--- src/design/cso_pkg.sv ---
// shared types and constants for the clock slew and offset block
package cso_pkg;

  // seconds width of the raw clock and of the slew offset
  localparam int SEC_BITS      = 40;
  // real-time offset seconds width, two guard bits above the raw clock
  localparam int WIDE_SEC_BITS = SEC_BITS + 2;
  localparam int NSEC_W        = 30;
  // remaining correction seconds, at most 2146
  localparam int REM_SEC_W     = 12;

  localparam int IN_TDATA_W    = 168;
  localparam int IN_TUSER_W    = 4;
  localparam int OUT_TDATA_W   = 112;

  localparam logic [NSEC_W-1:0] NS_PER_SEC  = 30'd1000000000;
  localparam logic [NSEC_W-1:0] NSEC_MAX    = 30'd999999999;
  localparam logic [NSEC_W-1:0] STEP_RESET  = 30'd5000;
  localparam logic [9:0]        NS_PER_US   = 10'd1000;
  localparam logic [19:0]       US_PER_SEC  = 20'd1000000;
  localparam logic signed [20:0] ADJ_USEC_LIMIT = 21'sd1000000;
  localparam logic signed [12:0] ADJ_SEC_LIMIT  = 13'sd2145;
  // floor(x / 1000) = (x * RECIP_1000) >> RECIP_SHIFT for x below 2^30
  localparam logic [30:0] RECIP_1000  = 31'd1099511628;
  localparam int          RECIP_SHIFT = 40;

  typedef enum logic [1:0] {
    OP_TICK   = 2'd0,
    OP_ADJUST = 2'd1,
    OP_SET    = 2'd2,
    OP_READ   = 2'd3
  } op_t;

  typedef enum logic [1:0] {
    SEL_RAW  = 2'd0,
    SEL_MONO = 2'd1,
    SEL_REAL = 2'd2,
    SEL_BAD  = 2'd3
  } sel_t;

  typedef enum logic {
    ST_OK  = 1'b0,
    ST_BAD = 1'b1
  } status_t;

  typedef struct packed {
    op_t                   op;
    logic [SEC_BITS-1:0]   hw_sec;
    logic [NSEC_W-1:0]     hw_nsec;
    logic signed [12:0]    adj_sec;
    logic signed [20:0]    adj_usec;
    logic [SEC_BITS-1:0]   set_sec;
    logic [19:0]           set_usec;
    sel_t                  clock_sel;
  } item_t;

  typedef struct packed {
    status_t                        status;
    logic signed [WIDE_SEC_BITS-1:0] out_sec;
    logic [NSEC_W-1:0]              out_nsec;
    logic signed [12:0]             old_sec;
    logic signed [20:0]             old_usec;
  } result_t;

endpackage

--- src/design/clock_slew_and_offset.sv ---
// top level of the clock slew and offset corrector
//
//   channel  direction  handshake             payload
//   in_      slave      in_tvalid/in_tready   tdata: hw/adj/set fields, tuser: op, clock_sel
//   out_     master     out_tvalid/out_tready tdata: time and old correction, tuser: status
//   cfg_     write      cfg_we                cfg_wdata: slew step in nanoseconds
//
// one transaction per cycle while out_tready allows; an accepted transaction goes
// through the input register, then the update logic into the result register
// the slew and offset registers update as an item moves into the result register,
// the step register on a configuration write
// a stalled result holds the result register and then the input register
// reset (rst_n low, synchronous) clears all offsets and sets the step to 5000 ns
module clock_slew_and_offset (
  input  logic                            clk,
  input  logic                            rst_n,
  input  logic                            cfg_we,
  input  logic [cso_pkg::NSEC_W-1:0]      cfg_wdata,
  input  logic                            in_tvalid,
  output logic                            in_tready,
  // hw_sec, hw_nsec, adj_sec, adj_usec, set_sec, set_usec, zero pad
  input  logic [cso_pkg::IN_TDATA_W-1:0]  in_tdata,
  // op, clock_sel
  input  logic [cso_pkg::IN_TUSER_W-1:0]  in_tuser,
  output logic                            out_tvalid,
  input  logic                            out_tready,
  // out_sec, out_nsec, old_sec, old_usec, zero pad
  output logic [cso_pkg::OUT_TDATA_W-1:0] out_tdata,
  // status
  output logic                            out_tuser
);

  logic             advance;
  logic             item_valid;
  cso_pkg::item_t   item;
  cso_pkg::result_t result;

  cso_in_stage u_in (
    .clk        (clk),
    .rst_n      (rst_n),
    .in_tvalid  (in_tvalid),
    .in_tready  (in_tready),
    .in_tdata   (in_tdata),
    .in_tuser   (in_tuser),
    .advance    (advance),
    .item_valid (item_valid),
    .item       (item)
  );

  cso_core u_core (
    .clk       (clk),
    .rst_n     (rst_n),
    .cfg_we    (cfg_we),
    .cfg_wdata (cfg_wdata),
    .fire      (item_valid && advance),
    .item      (item),
    .result    (result)
  );

  cso_out_stage u_out (
    .clk        (clk),
    .rst_n      (rst_n),
    .res_valid  (item_valid),
    .result     (result),
    .advance    (advance),
    .out_tvalid (out_tvalid),
    .out_tready (out_tready),
    .out_tdata  (out_tdata),
    .out_tuser  (out_tuser)
  );

endmodule

--- src/design/cso_in_stage.sv ---
// input register stage: unpacks and holds one transaction
module cso_in_stage (
  input  logic                            clk,
  input  logic                            rst_n,
  input  logic                            in_tvalid,
  output logic                            in_tready,
  input  logic [cso_pkg::IN_TDATA_W-1:0]  in_tdata,
  input  logic [cso_pkg::IN_TUSER_W-1:0]  in_tuser,
  input  logic                            advance,
  output logic                            item_valid,
  output cso_pkg::item_t                  item
);

  logic           valid_r;
  cso_pkg::item_t item_r;
  cso_pkg::item_t item_nxt;

  // stage frees up when empty or when its item moves on
  assign in_tready  = !valid_r || advance;
  assign item_valid = valid_r;
  assign item       = item_r;

  // field unpack
  always_comb begin
    item_nxt.op        = cso_pkg::op_t'(in_tuser[1:0]);
    item_nxt.clock_sel = cso_pkg::sel_t'(in_tuser[3:2]);
    item_nxt.hw_sec    = in_tdata[39:0];
    item_nxt.hw_nsec   = in_tdata[69:40];
    item_nxt.adj_sec   = $signed(in_tdata[82:70]);
    item_nxt.adj_usec  = $signed(in_tdata[103:83]);
    item_nxt.set_sec   = in_tdata[143:104];
    item_nxt.set_usec  = in_tdata[163:144];
  end

  // valid flag
  always_ff @(posedge clk) begin
    if (!rst_n) begin
      valid_r <= 1'b0;
    end else if (in_tready) begin
      valid_r <= in_tvalid;
    end
  end

  // payload
  always_ff @(posedge clk) begin
    if (in_tvalid && in_tready) begin
      item_r <= item_nxt;
    end
  end

endmodule

--- src/design/cso_core.sv ---
// clock state registers, slew update and result computation
module cso_core (
  input  logic                         clk,
  input  logic                         rst_n,
  input  logic                         cfg_we,
  input  logic [cso_pkg::NSEC_W-1:0]   cfg_wdata,
  input  logic                         fire,
  input  cso_pkg::item_t               item,
  output cso_pkg::result_t             result
);

  typedef struct packed {
    logic                        c;
    logic [cso_pkg::NSEC_W-1:0]  ns;
  } nsc_t;

  // nanosecond add with carry out, both operands below one second
  function automatic nsc_t ns_add(input logic [cso_pkg::NSEC_W-1:0] a,
                                  input logic [cso_pkg::NSEC_W-1:0] b);
    logic [cso_pkg::NSEC_W:0] s;
    nsc_t r;
    s = {1'b0, a} + {1'b0, b};
    if (s >= {1'b0, cso_pkg::NS_PER_SEC}) begin
      r.c  = 1'b1;
      r.ns = cso_pkg::NSEC_W'(s - {1'b0, cso_pkg::NS_PER_SEC});
    end else begin
      r.c  = 1'b0;
      r.ns = s[cso_pkg::NSEC_W-1:0];
    end
    return r;
  endfunction

  // nanosecond subtract with borrow out
  function automatic nsc_t ns_sub(input logic [cso_pkg::NSEC_W-1:0] a,
                                  input logic [cso_pkg::NSEC_W-1:0] b);
    nsc_t r;
    if (a < b) begin
      r.c  = 1'b1;
      r.ns = a + cso_pkg::NS_PER_SEC - b;
    end else begin
      r.c  = 1'b0;
      r.ns = a - b;
    end
    return r;
  endfunction

  // pacing step and pending correction
  logic [cso_pkg::NSEC_W-1:0]        step_r;
  logic [cso_pkg::REM_SEC_W-1:0]     rem_sec_r, rem_sec_nxt;
  logic [cso_pkg::NSEC_W-1:0]        rem_nsec_r, rem_nsec_nxt;
  logic                              up_r, up_nxt;
  // slew offset and combined slew plus step offset
  logic [cso_pkg::SEC_BITS-1:0]      adj_sec_r, adj_sec_nxt;
  logic [cso_pkg::NSEC_W-1:0]        adj_nsec_r, adj_nsec_nxt;
  logic [cso_pkg::WIDE_SEC_BITS-1:0] real_sec_r, real_sec_nxt;
  logic [cso_pkg::NSEC_W-1:0]        real_nsec_r, real_nsec_nxt;

  logic [cso_pkg::NSEC_W-1:0] hw_ns;
  logic [cso_pkg::NSEC_W-1:0] step_c;
  logic [cso_pkg::NSEC_W-1:0] tick_d;
  nsc_t                       rem_t, adj_t, real_t, set_t, mono_s, real_s;
  logic [60:0]                ou_prod;
  logic [19:0]                ou;
  logic                       adj_zero, adj_bad, set_bad;
  logic signed [13:0]         s0, s1, s2;
  logic signed [21:0]         u0, u1, u2;
  logic [13:0]                mag_s;
  logic [21:0]                mag_u;
  logic [cso_pkg::NSEC_W-1:0] load_ns;
  logic                       load_up;
  logic [cso_pkg::NSEC_W-1:0] set_tns;
  logic [cso_pkg::WIDE_SEC_BITS-1:0] hw_sec_w, mono_sec, realt_sec, set_sec_w;

  assign hw_ns  = (item.hw_nsec > cso_pkg::NSEC_MAX) ? cso_pkg::NSEC_MAX : item.hw_nsec;
  assign step_c = (step_r > cso_pkg::NSEC_MAX) ? cso_pkg::NSEC_MAX : step_r;
  assign hw_sec_w  = {2'b00, item.hw_sec};
  assign set_sec_w = {2'b00, item.set_sec};

  // tick: one step, cut to what remains
  always_comb begin
    if ((rem_sec_r == '0) && (rem_nsec_r < step_c)) begin
      tick_d = rem_nsec_r;
    end else begin
      tick_d = step_c;
    end
    rem_t = ns_sub(rem_nsec_r, tick_d);
    if (up_r) begin
      adj_t  = ns_add(adj_nsec_r, tick_d);
      real_t = ns_add(real_nsec_r, tick_d);
    end else begin
      adj_t  = ns_sub(adj_nsec_r, tick_d);
      real_t = ns_sub(real_nsec_r, tick_d);
    end
  end

  // pending correction reported in microseconds
  assign ou_prod = {31'b0, rem_nsec_r} * {30'b0, cso_pkg::RECIP_1000};
  assign ou      = ou_prod[cso_pkg::RECIP_SHIFT+19:cso_pkg::RECIP_SHIFT];

  // adjust request: validate and normalize to sign plus magnitude
  always_comb begin
    adj_zero = (item.adj_sec == '0) && (item.adj_usec == '0);
    adj_bad  = (item.adj_usec > cso_pkg::ADJ_USEC_LIMIT) ||
               (item.adj_usec < -cso_pkg::ADJ_USEC_LIMIT) ||
               (item.adj_sec > cso_pkg::ADJ_SEC_LIMIT) ||
               (item.adj_sec < -cso_pkg::ADJ_SEC_LIMIT);
    s0 = 14'(item.adj_sec);
    u0 = 22'(item.adj_usec);
    s1 = s0;
    u1 = u0;
    // a full second of microseconds moves into the seconds
    if (u0 == $signed({2'b00, cso_pkg::US_PER_SEC})) begin
      s1 = s0 + 14'sd1;
      u1 = '0;
    end else if (u0 == -$signed({2'b00, cso_pkg::US_PER_SEC})) begin
      s1 = s0 - 14'sd1;
      u1 = '0;
    end
    s2 = s1;
    u2 = u1;
    // bring both parts to the same sign
    if ((s1 > 14'sd0) && (u1 < 22'sd0)) begin
      s2 = s1 - 14'sd1;
      u2 = u1 + $signed({2'b00, cso_pkg::US_PER_SEC});
    end else if ((s1 < 14'sd0) && (u1 > 22'sd0)) begin
      s2 = s1 + 14'sd1;
      u2 = u1 - $signed({2'b00, cso_pkg::US_PER_SEC});
    end
    load_up = (s2 > 14'sd0) || (u2 > 22'sd0);
    mag_s   = (s2 < 14'sd0) ? 14'(-s2) : 14'(s2);
    mag_u   = (u2 < 22'sd0) ? 22'(-u2) : 22'(u2);
    load_ns = {10'b0, mag_u[19:0]} * {20'b0, cso_pkg::NS_PER_US};
  end

  // set time: real offset becomes new time minus raw time
  always_comb begin
    set_bad = item.set_usec >= cso_pkg::US_PER_SEC;
    set_tns = {10'b0, item.set_usec} * {20'b0, cso_pkg::NS_PER_US};
    set_t   = ns_sub(set_tns, hw_ns);
  end

  // clock reads
  always_comb begin
    mono_s    = ns_add(hw_ns, adj_nsec_r);
    real_s    = ns_add(hw_ns, real_nsec_r);
    mono_sec  = hw_sec_w + {{2{adj_sec_r[cso_pkg::SEC_BITS-1]}}, adj_sec_r} +
                cso_pkg::WIDE_SEC_BITS'(mono_s.c);
    realt_sec = hw_sec_w + real_sec_r + cso_pkg::WIDE_SEC_BITS'(real_s.c);
  end

  // next state and result
  always_comb begin
    rem_sec_nxt   = rem_sec_r;
    rem_nsec_nxt  = rem_nsec_r;
    up_nxt        = up_r;
    adj_sec_nxt   = adj_sec_r;
    adj_nsec_nxt  = adj_nsec_r;
    real_sec_nxt  = real_sec_r;
    real_nsec_nxt = real_nsec_r;
    result        = '0;
    case (item.op)
      cso_pkg::OP_TICK: begin
        rem_sec_nxt   = rem_sec_r - cso_pkg::REM_SEC_W'(rem_t.c);
        rem_nsec_nxt  = rem_t.ns;
        adj_nsec_nxt  = adj_t.ns;
        real_nsec_nxt = real_t.ns;
        if (up_r) begin
          adj_sec_nxt  = adj_sec_r + cso_pkg::SEC_BITS'(adj_t.c);
          real_sec_nxt = real_sec_r + cso_pkg::WIDE_SEC_BITS'(real_t.c);
        end else begin
          adj_sec_nxt  = adj_sec_r - cso_pkg::SEC_BITS'(adj_t.c);
          real_sec_nxt = real_sec_r - cso_pkg::WIDE_SEC_BITS'(real_t.c);
        end
      end
      cso_pkg::OP_ADJUST: begin
        result.old_sec  = up_r ? $signed({1'b0, rem_sec_r}) : -$signed({1'b0, rem_sec_r});
        result.old_usec = up_r ? $signed({1'b0, ou}) : -$signed({1'b0, ou});
        if (adj_bad) begin
          result.status = cso_pkg::ST_BAD;
        end else if (!adj_zero) begin
          up_nxt       = load_up;
          rem_sec_nxt  = mag_s[cso_pkg::REM_SEC_W-1:0];
          rem_nsec_nxt = load_ns;
        end
      end
      cso_pkg::OP_SET: begin
        if (set_bad) begin
          result.status = cso_pkg::ST_BAD;
        end else begin
          rem_sec_nxt   = '0;
          rem_nsec_nxt  = '0;
          real_nsec_nxt = set_t.ns;
          real_sec_nxt  = set_sec_w - hw_sec_w - cso_pkg::WIDE_SEC_BITS'(set_t.c);
        end
      end
      cso_pkg::OP_READ: begin
        case (item.clock_sel)
          cso_pkg::SEL_RAW: begin
            result.out_sec  = $signed(hw_sec_w);
            result.out_nsec = hw_ns;
          end
          cso_pkg::SEL_MONO: begin
            result.out_sec  = $signed(mono_sec);
            result.out_nsec = mono_s.ns;
          end
          cso_pkg::SEL_REAL: begin
            result.out_sec  = $signed(realt_sec);
            result.out_nsec = real_s.ns;
          end
          default: begin
            result.status = cso_pkg::ST_BAD;
          end
        endcase
      end
      default: begin
        result = '0;
      end
    endcase
  end

  // pacing step register
  always_ff @(posedge clk) begin
    if (!rst_n) begin
      step_r <= cso_pkg::STEP_RESET;
    end else if (cfg_we) begin
      step_r <= cfg_wdata;
    end
  end

  // clock state
  always_ff @(posedge clk) begin
    if (!rst_n) begin
      rem_sec_r   <= '0;
      rem_nsec_r  <= '0;
      up_r        <= 1'b0;
      adj_sec_r   <= '0;
      adj_nsec_r  <= '0;
      real_sec_r  <= '0;
      real_nsec_r <= '0;
    end else if (fire) begin
      rem_sec_r   <= rem_sec_nxt;
      rem_nsec_r  <= rem_nsec_nxt;
      up_r        <= up_nxt;
      adj_sec_r   <= adj_sec_nxt;
      adj_nsec_r  <= adj_nsec_nxt;
      real_sec_r  <= real_sec_nxt;
      real_nsec_r <= real_nsec_nxt;
    end
  end

endmodule

--- src/design/cso_out_stage.sv ---
// result register stage: holds one result transaction and packs it
module cso_out_stage (
  input  logic                            clk,
  input  logic                            rst_n,
  input  logic                            res_valid,
  input  cso_pkg::result_t                result,
  output logic                            advance,
  output logic                            out_tvalid,
  input  logic                            out_tready,
  output logic [cso_pkg::OUT_TDATA_W-1:0] out_tdata,
  output logic                            out_tuser
);

  logic             valid_r;
  cso_pkg::result_t res_r;

  // result register takes a new value when empty or being drained
  assign advance    = !valid_r || out_tready;
  assign out_tvalid = valid_r;

  // field pack
  assign out_tuser = res_r.status;
  assign out_tdata = {6'b0, res_r.old_usec, res_r.old_sec, res_r.out_nsec, res_r.out_sec};

  // valid flag
  always_ff @(posedge clk) begin
    if (!rst_n) begin
      valid_r <= 1'b0;
    end else if (advance) begin
      valid_r <= res_valid;
    end
  end

  // payload
  always_ff @(posedge clk) begin
    if (advance && res_valid) begin
      res_r <= result;
    end
  end

endmodule

--- config.mk ---
export PLATFORM = sky130hd
export DESIGN_NAME = clock_slew_and_offset
export DESIGN_NICKNAME = d
export VERILOG_FILES = /design/src/design/cso_pkg.sv /design/src/design/clock_slew_and_offset.sv /design/src/design/cso_in_stage.sv /design/src/design/cso_core.sv /design/src/design/cso_out_stage.sv
export SDC_FILE = /design/constraint.sdc
export NUM_CORES = 2
export LEC_CHECK = 0
export BUFFER_PORTS_ARGS = -buffer_cell sky130_fd_sc_hd__buf_4
export CAP_MARGIN = 15
export CELL_PAD_IN_SITES_DETAIL_PLACEMENT = 0
export CELL_PAD_IN_SITES_GLOBAL_PLACEMENT = 1
export CORE_ASPECT_RATIO = 0.8
export CORE_MARGIN = 5
export CORE_UTILIZATION = 50
export DETAILED_ROUTE_END_ITERATION = 6
export HOLD_SLACK_MARGIN = 0.08
export PLACE_DENSITY_LB_ADDON = 0.3
export SLEW_MARGIN = 30
export SYNTH_ARGS = -nofsm -noshare
export SYNTH_HDL_FRONTEND = slang
export SYNTH_HIERARCHICAL = 1
export SYNTH_SLANG_ARGS = --single-unit
--- constraint.sdc ---
create_clock -name clk -period 17.2 [get_ports clk]
set_clock_uncertainty 0.2 [all_clocks]
set_input_delay 5.16 -clock clk [delete_from_list [all_inputs] [get_ports clk]]
set_output_delay 5.16 -clock clk [all_outputs]
set_load 0.01 [all_outputs]
==> qor.txt <==
Initial antenna violation count = 20
Worst slew pin tran = 1.09 ns
Post-synthesis sequential area ratio = 16.1%
Die footprint = 165000 µm²
Register area = 12600 µm²
RSZ-0062 raised after global routing = false
Worst VDD drop = 0.000279 V
DR vias = 72300
CTS resizes = 0
CTS clock-pin slew for the worst setup and hold paths = 0.07 ns
Int Power = 0.00760 W
GR Util All Layers = 33.3%
Multi-input gate area = 60800 µm²
Grt ovf = 0
Status = finished clean
Root buf cell = clkbuf_16
Net Sw Frac = 55.1%
Synthesized area per cell = 8.39 µm²
Global-route wire length before repair = 420000 µm
Placed cell areas = 83500 µm²
DR WL/cell = 24.1 µm
Gpl congestion = 1.03
Slowest stage cell, crit path = mux2i_1
Number of routed nets with antenna violations = 0
CTS Hold Bufs = 0
Critical Path AT = 14.40 ns
1st-pass router iterations = 7
Synthesized area = 78400 µm²
Total CTS buffers = 59
R2R Setup Slk = 3.27 ns
Routed wl met3 = 34800 µm
Crit path launch type = flip-flop
Clock share of power = 8.0%
Final WL = 284000 µm
CP peak stage delay = 0.85 ns
# H-tree levels = 2
NetSw = 0.00931 W
Met2 WL post-DR = 111000 µm
Seq pwr share = 8.9%
Setup bufs post-CTS = 0
Core Region = 156000 µm²
Final setup violation count = 0
Achievable Freq = 71.8 MHz
Die height = 364 µm
Final HPWL DP = 230000 µm
Cell count after synthesis = 9340
Final nets = 11500
Vias in the first global route = 67400
Layout cell share with drive strength beyond 1 = 7.69%
Leak Pwr = 40.0 nW
Critical path class = reg -> reg
Starting Density = 50.1%
Num rows = 130
CP endpoint kind = flip-flop
HP Class = reg -> reg
Fin. Hold Viols = 0
Main flop type after synthesis = edfxtp_1
Minimum clock period = 13.93 ns
Num Clock Sinks = 492
Post-synth ARST share = 0%
# fillers = 14600
Drt initial violations = 7957
Tcrit/Tclk final = 81.0%
# IOs = 322
Top Layer Used = met5
Number of flops mapped to enable cells by yosys = 275
Yosys warns = 6
TNS Setup = 0 ns
Synth-to-Final Area Change = 9.25%
Yosys reg bits = 492
Metal-1 WL = 130000 µm
Cell with the most instances on the worst path = o21ai_0
Final Max Slew Viols = 0
CTS tree = yes
CP Data Required Time = 17.67 ns
Design Area, Final = 85600 µm²
Worst skew pair latency = 0.75 ns
DR DRC count = 0
Logic pwr share = 83.1%
Number of port buffers = 311
Max clock buf depth = 3
Netlist cell types = 107
Max-slew headroom = 25.2%
Pwr per Cell Area = 198 nW/µm²
Die W = 453 µm
Max cap viols = 0
Largest net degree at the start of global routing = 127
Vias per std cell = 6.15
CP Max Fanout = 42
[path summary, 6_finish.rpt]
path | to | cells past startpoint | from
max | u_core/real_sec_r[38]$_SDFFE_PN0P_ | 50 | u_core/step_r[21]$_SDFFE_PN0P_
min | u_core/real_sec_r[0]$_SDFFE_PN0P_ | 2 | u_core/real_sec_r[0]$_SDFFE_PN0P_
max reg2reg | u_core/real_sec_r[38]$_SDFFE_PN0P_ | 50 | u_core/step_r[21]$_SDFFE_PN0P_
min reg2reg | u_core/real_sec_r[0]$_SDFFE_PN0P_ | 2 | u_core/real_sec_r[0]$_SDFFE_PN0P_
[cell families after synthesis]
logic type / after synthesis / share of synthesized area [%]
muxes: 161 / 2.10
adders and majority gates: 1681 / 31.6
buffers and inverters: 1358 / 6.55
AOI/OAI and AO/OA: 2485 / 20.8
DFF: 492 / 16.1
xor gates and xnor gates: 618 / 6.93
and+or+nand+nor: 2544 / 15.9
other: 1 / 0.00479
[metal layers]
metal | vias up | GRT usage, %
met3 | 352 | 11.4
met4 | 2 | 8.98
met1 | 35000 | 49.2
met2 | 3199 | 45.6
li1 | 33800 | -
met5 | - | 0
[power groups by stage]
stage | sequential [W] | clock (W) | combinational (W)
6_report | 0.00151 | 0.00135 | 0.0141
4_1_cts | 0.00150 | 0.00137 | 0.0138
3_3_place_gp | 0.00152 | 0 | 0.0134
2_1_floorplan | 0.00148 | 0 | 0.0101
3_5_place_dp | 0.00152 | 0 | 0.0136
5_1_grt | 0.00151 | 0.00142 | 0.0155
[flip-flops by register name, indices dropped and copies added (netlist names)]
signal and cells:
u_core/adj_nsec_r 30, u_core/adj_sec_r 40, u_core/real_nsec_r 30, u_core/real_sec_r 42, u_core/rem_nsec_r 30, u_core/rem_sec_r 12, u_core/step_r 30, u_core/up_r 1
u_in/item 168, u_in/item_valid 1, u_out/out_tdata 106, u_out/out_tuser 1, u_out/out_tvalid 1
[metrics by stage]
stage | std cells | util, % | hold slack, ns | worst slack [ns] | total power (W)
4_1_cts | 11800 | 54.7 | 0.280 | 3.46 | 0.0166
3_3_place_gp | 11600 | 53.4 | 0.264 | 3.62 | 0.0150
5_1_grt | 11800 | 54.7 | 0.301 | 2.22 | 0.0184
2_1_floorplan | 9345 | - | 0.249 | 4.53 | 0.0116
6_report | 11800 | 54.7 | 0.281 | 3.27 | 0.0169
3_5_place_dp | 11600 | 53.4 | 0.271 | 3.49 | 0.0152
[cells in the mapped netlist (23+ instances only)]
cell	instances	area share [%]
ha_1	1185	19
or3_1	98	0.78
o21ai_0	474	3.0
o311ai_0	23	0.26
clkbuf_1	230	1.1
nand3b_1	31	0.30
o211a_1	24	0.31
a221oi_1	28	0.31
inv_1	1092	5.2
nand2_1	588	2.8
nand3_1	199	1.3
a31oi_1	108	0.86
or4_1	25	0.24
nand2b_1	101	0.81
dfxtp_1	217	5.5
a21boi_0	33	0.32
o21bai_1	70	0.67
a21o_1	189	1.8
o31ai_1	57	0.55
and2_1	68	0.54
nor4_1	61	0.49
xor2_1	217	2.4
and3_1	85	0.68
nor3_1	216	1.4
nand4_1	81	0.65
fa_1	496	13
a21oi_1	683	4.4
edfxtp_1	275	11
nor2_1	729	3.5
mux2i_1	131	1.7
nor3b_1	27	0.26
nor2b_1	97	0.77
o21a_1	122	1.2
o22ai_1	37	0.30
o221ai_1	35	0.39
xnor2_1	400	4.5
o211ai_1	90	0.86
a211oi_1	156	1.5
a211o_1	32	0.36
a31o_2	26	0.29
a2111oi_0	33	0.37
mux2_2	30	0.43
or2_2	63	0.50
[worst max-delay path, delay by kind of cell (launching register included)]
family / cells / cell delay (ns)
AO/OA/AOI/OAI: 29 / 7.97
XOR/XNOR: 1 / 0.20
adder cells (fa/ha/maj): 4 / 1.36
buffers and inverters: 5 / 1.28
flip-flops: 1 / 0.33
multiplexers: 1 / 0.85
AND/OR/NAND/NOR: 10 / 1.65
[cell type report]
class,instances,share of cell area [%]
antenna,10,0.0292
clock buffer,67,1.77
clock inverter,43,0.574
inverter,1096,4.81
multi-input combinational,7495,71.1
sequential,492,14.7
tap,2112,3.09
timing repair buffer,445,3.93
[cell usage in the layout, fill, tap and decap left out, types with 56 or more instances in the layout]
| cell | count |
|---|---|
| ha_1 | 1184 |
| inv_1 | 1092 |
| nor2_1 | 725 |
| a21oi_1 | 681 |
| nand2_1 | 586 |
| fa_1 | 496 |
| o21ai_0 | 473 |
| buf_4 | 443 |
| xnor2_1 | 400 |
| edfxtp_1 | 275 |
| xor2_1 | 217 |
| dfxtp_1 | 216 |
| nor3_1 | 215 |
| nand3_1 | 199 |
| a21o_1 | 189 |
| a211oi_1 | 151 |
| mux2i_1 | 124 |
| o21a_1 | 122 |
| a31oi_1 | 107 |
| nand2b_1 | 101 |
| or3_1 | 98 |
| nor2b_1 | 97 |
| o211ai_1 | 90 |
| and3_1 | 85 |
| nand4_1 | 81 |
| o21bai_1 | 70 |
| and2_1 | 67 |
| or2_2 | 63 |
| nor4_1 | 61 |
| clkbuf_16 | 59 |
| o31ai_1 | 56 |
No activity file was read; power rests on OpenSTA's default activity.
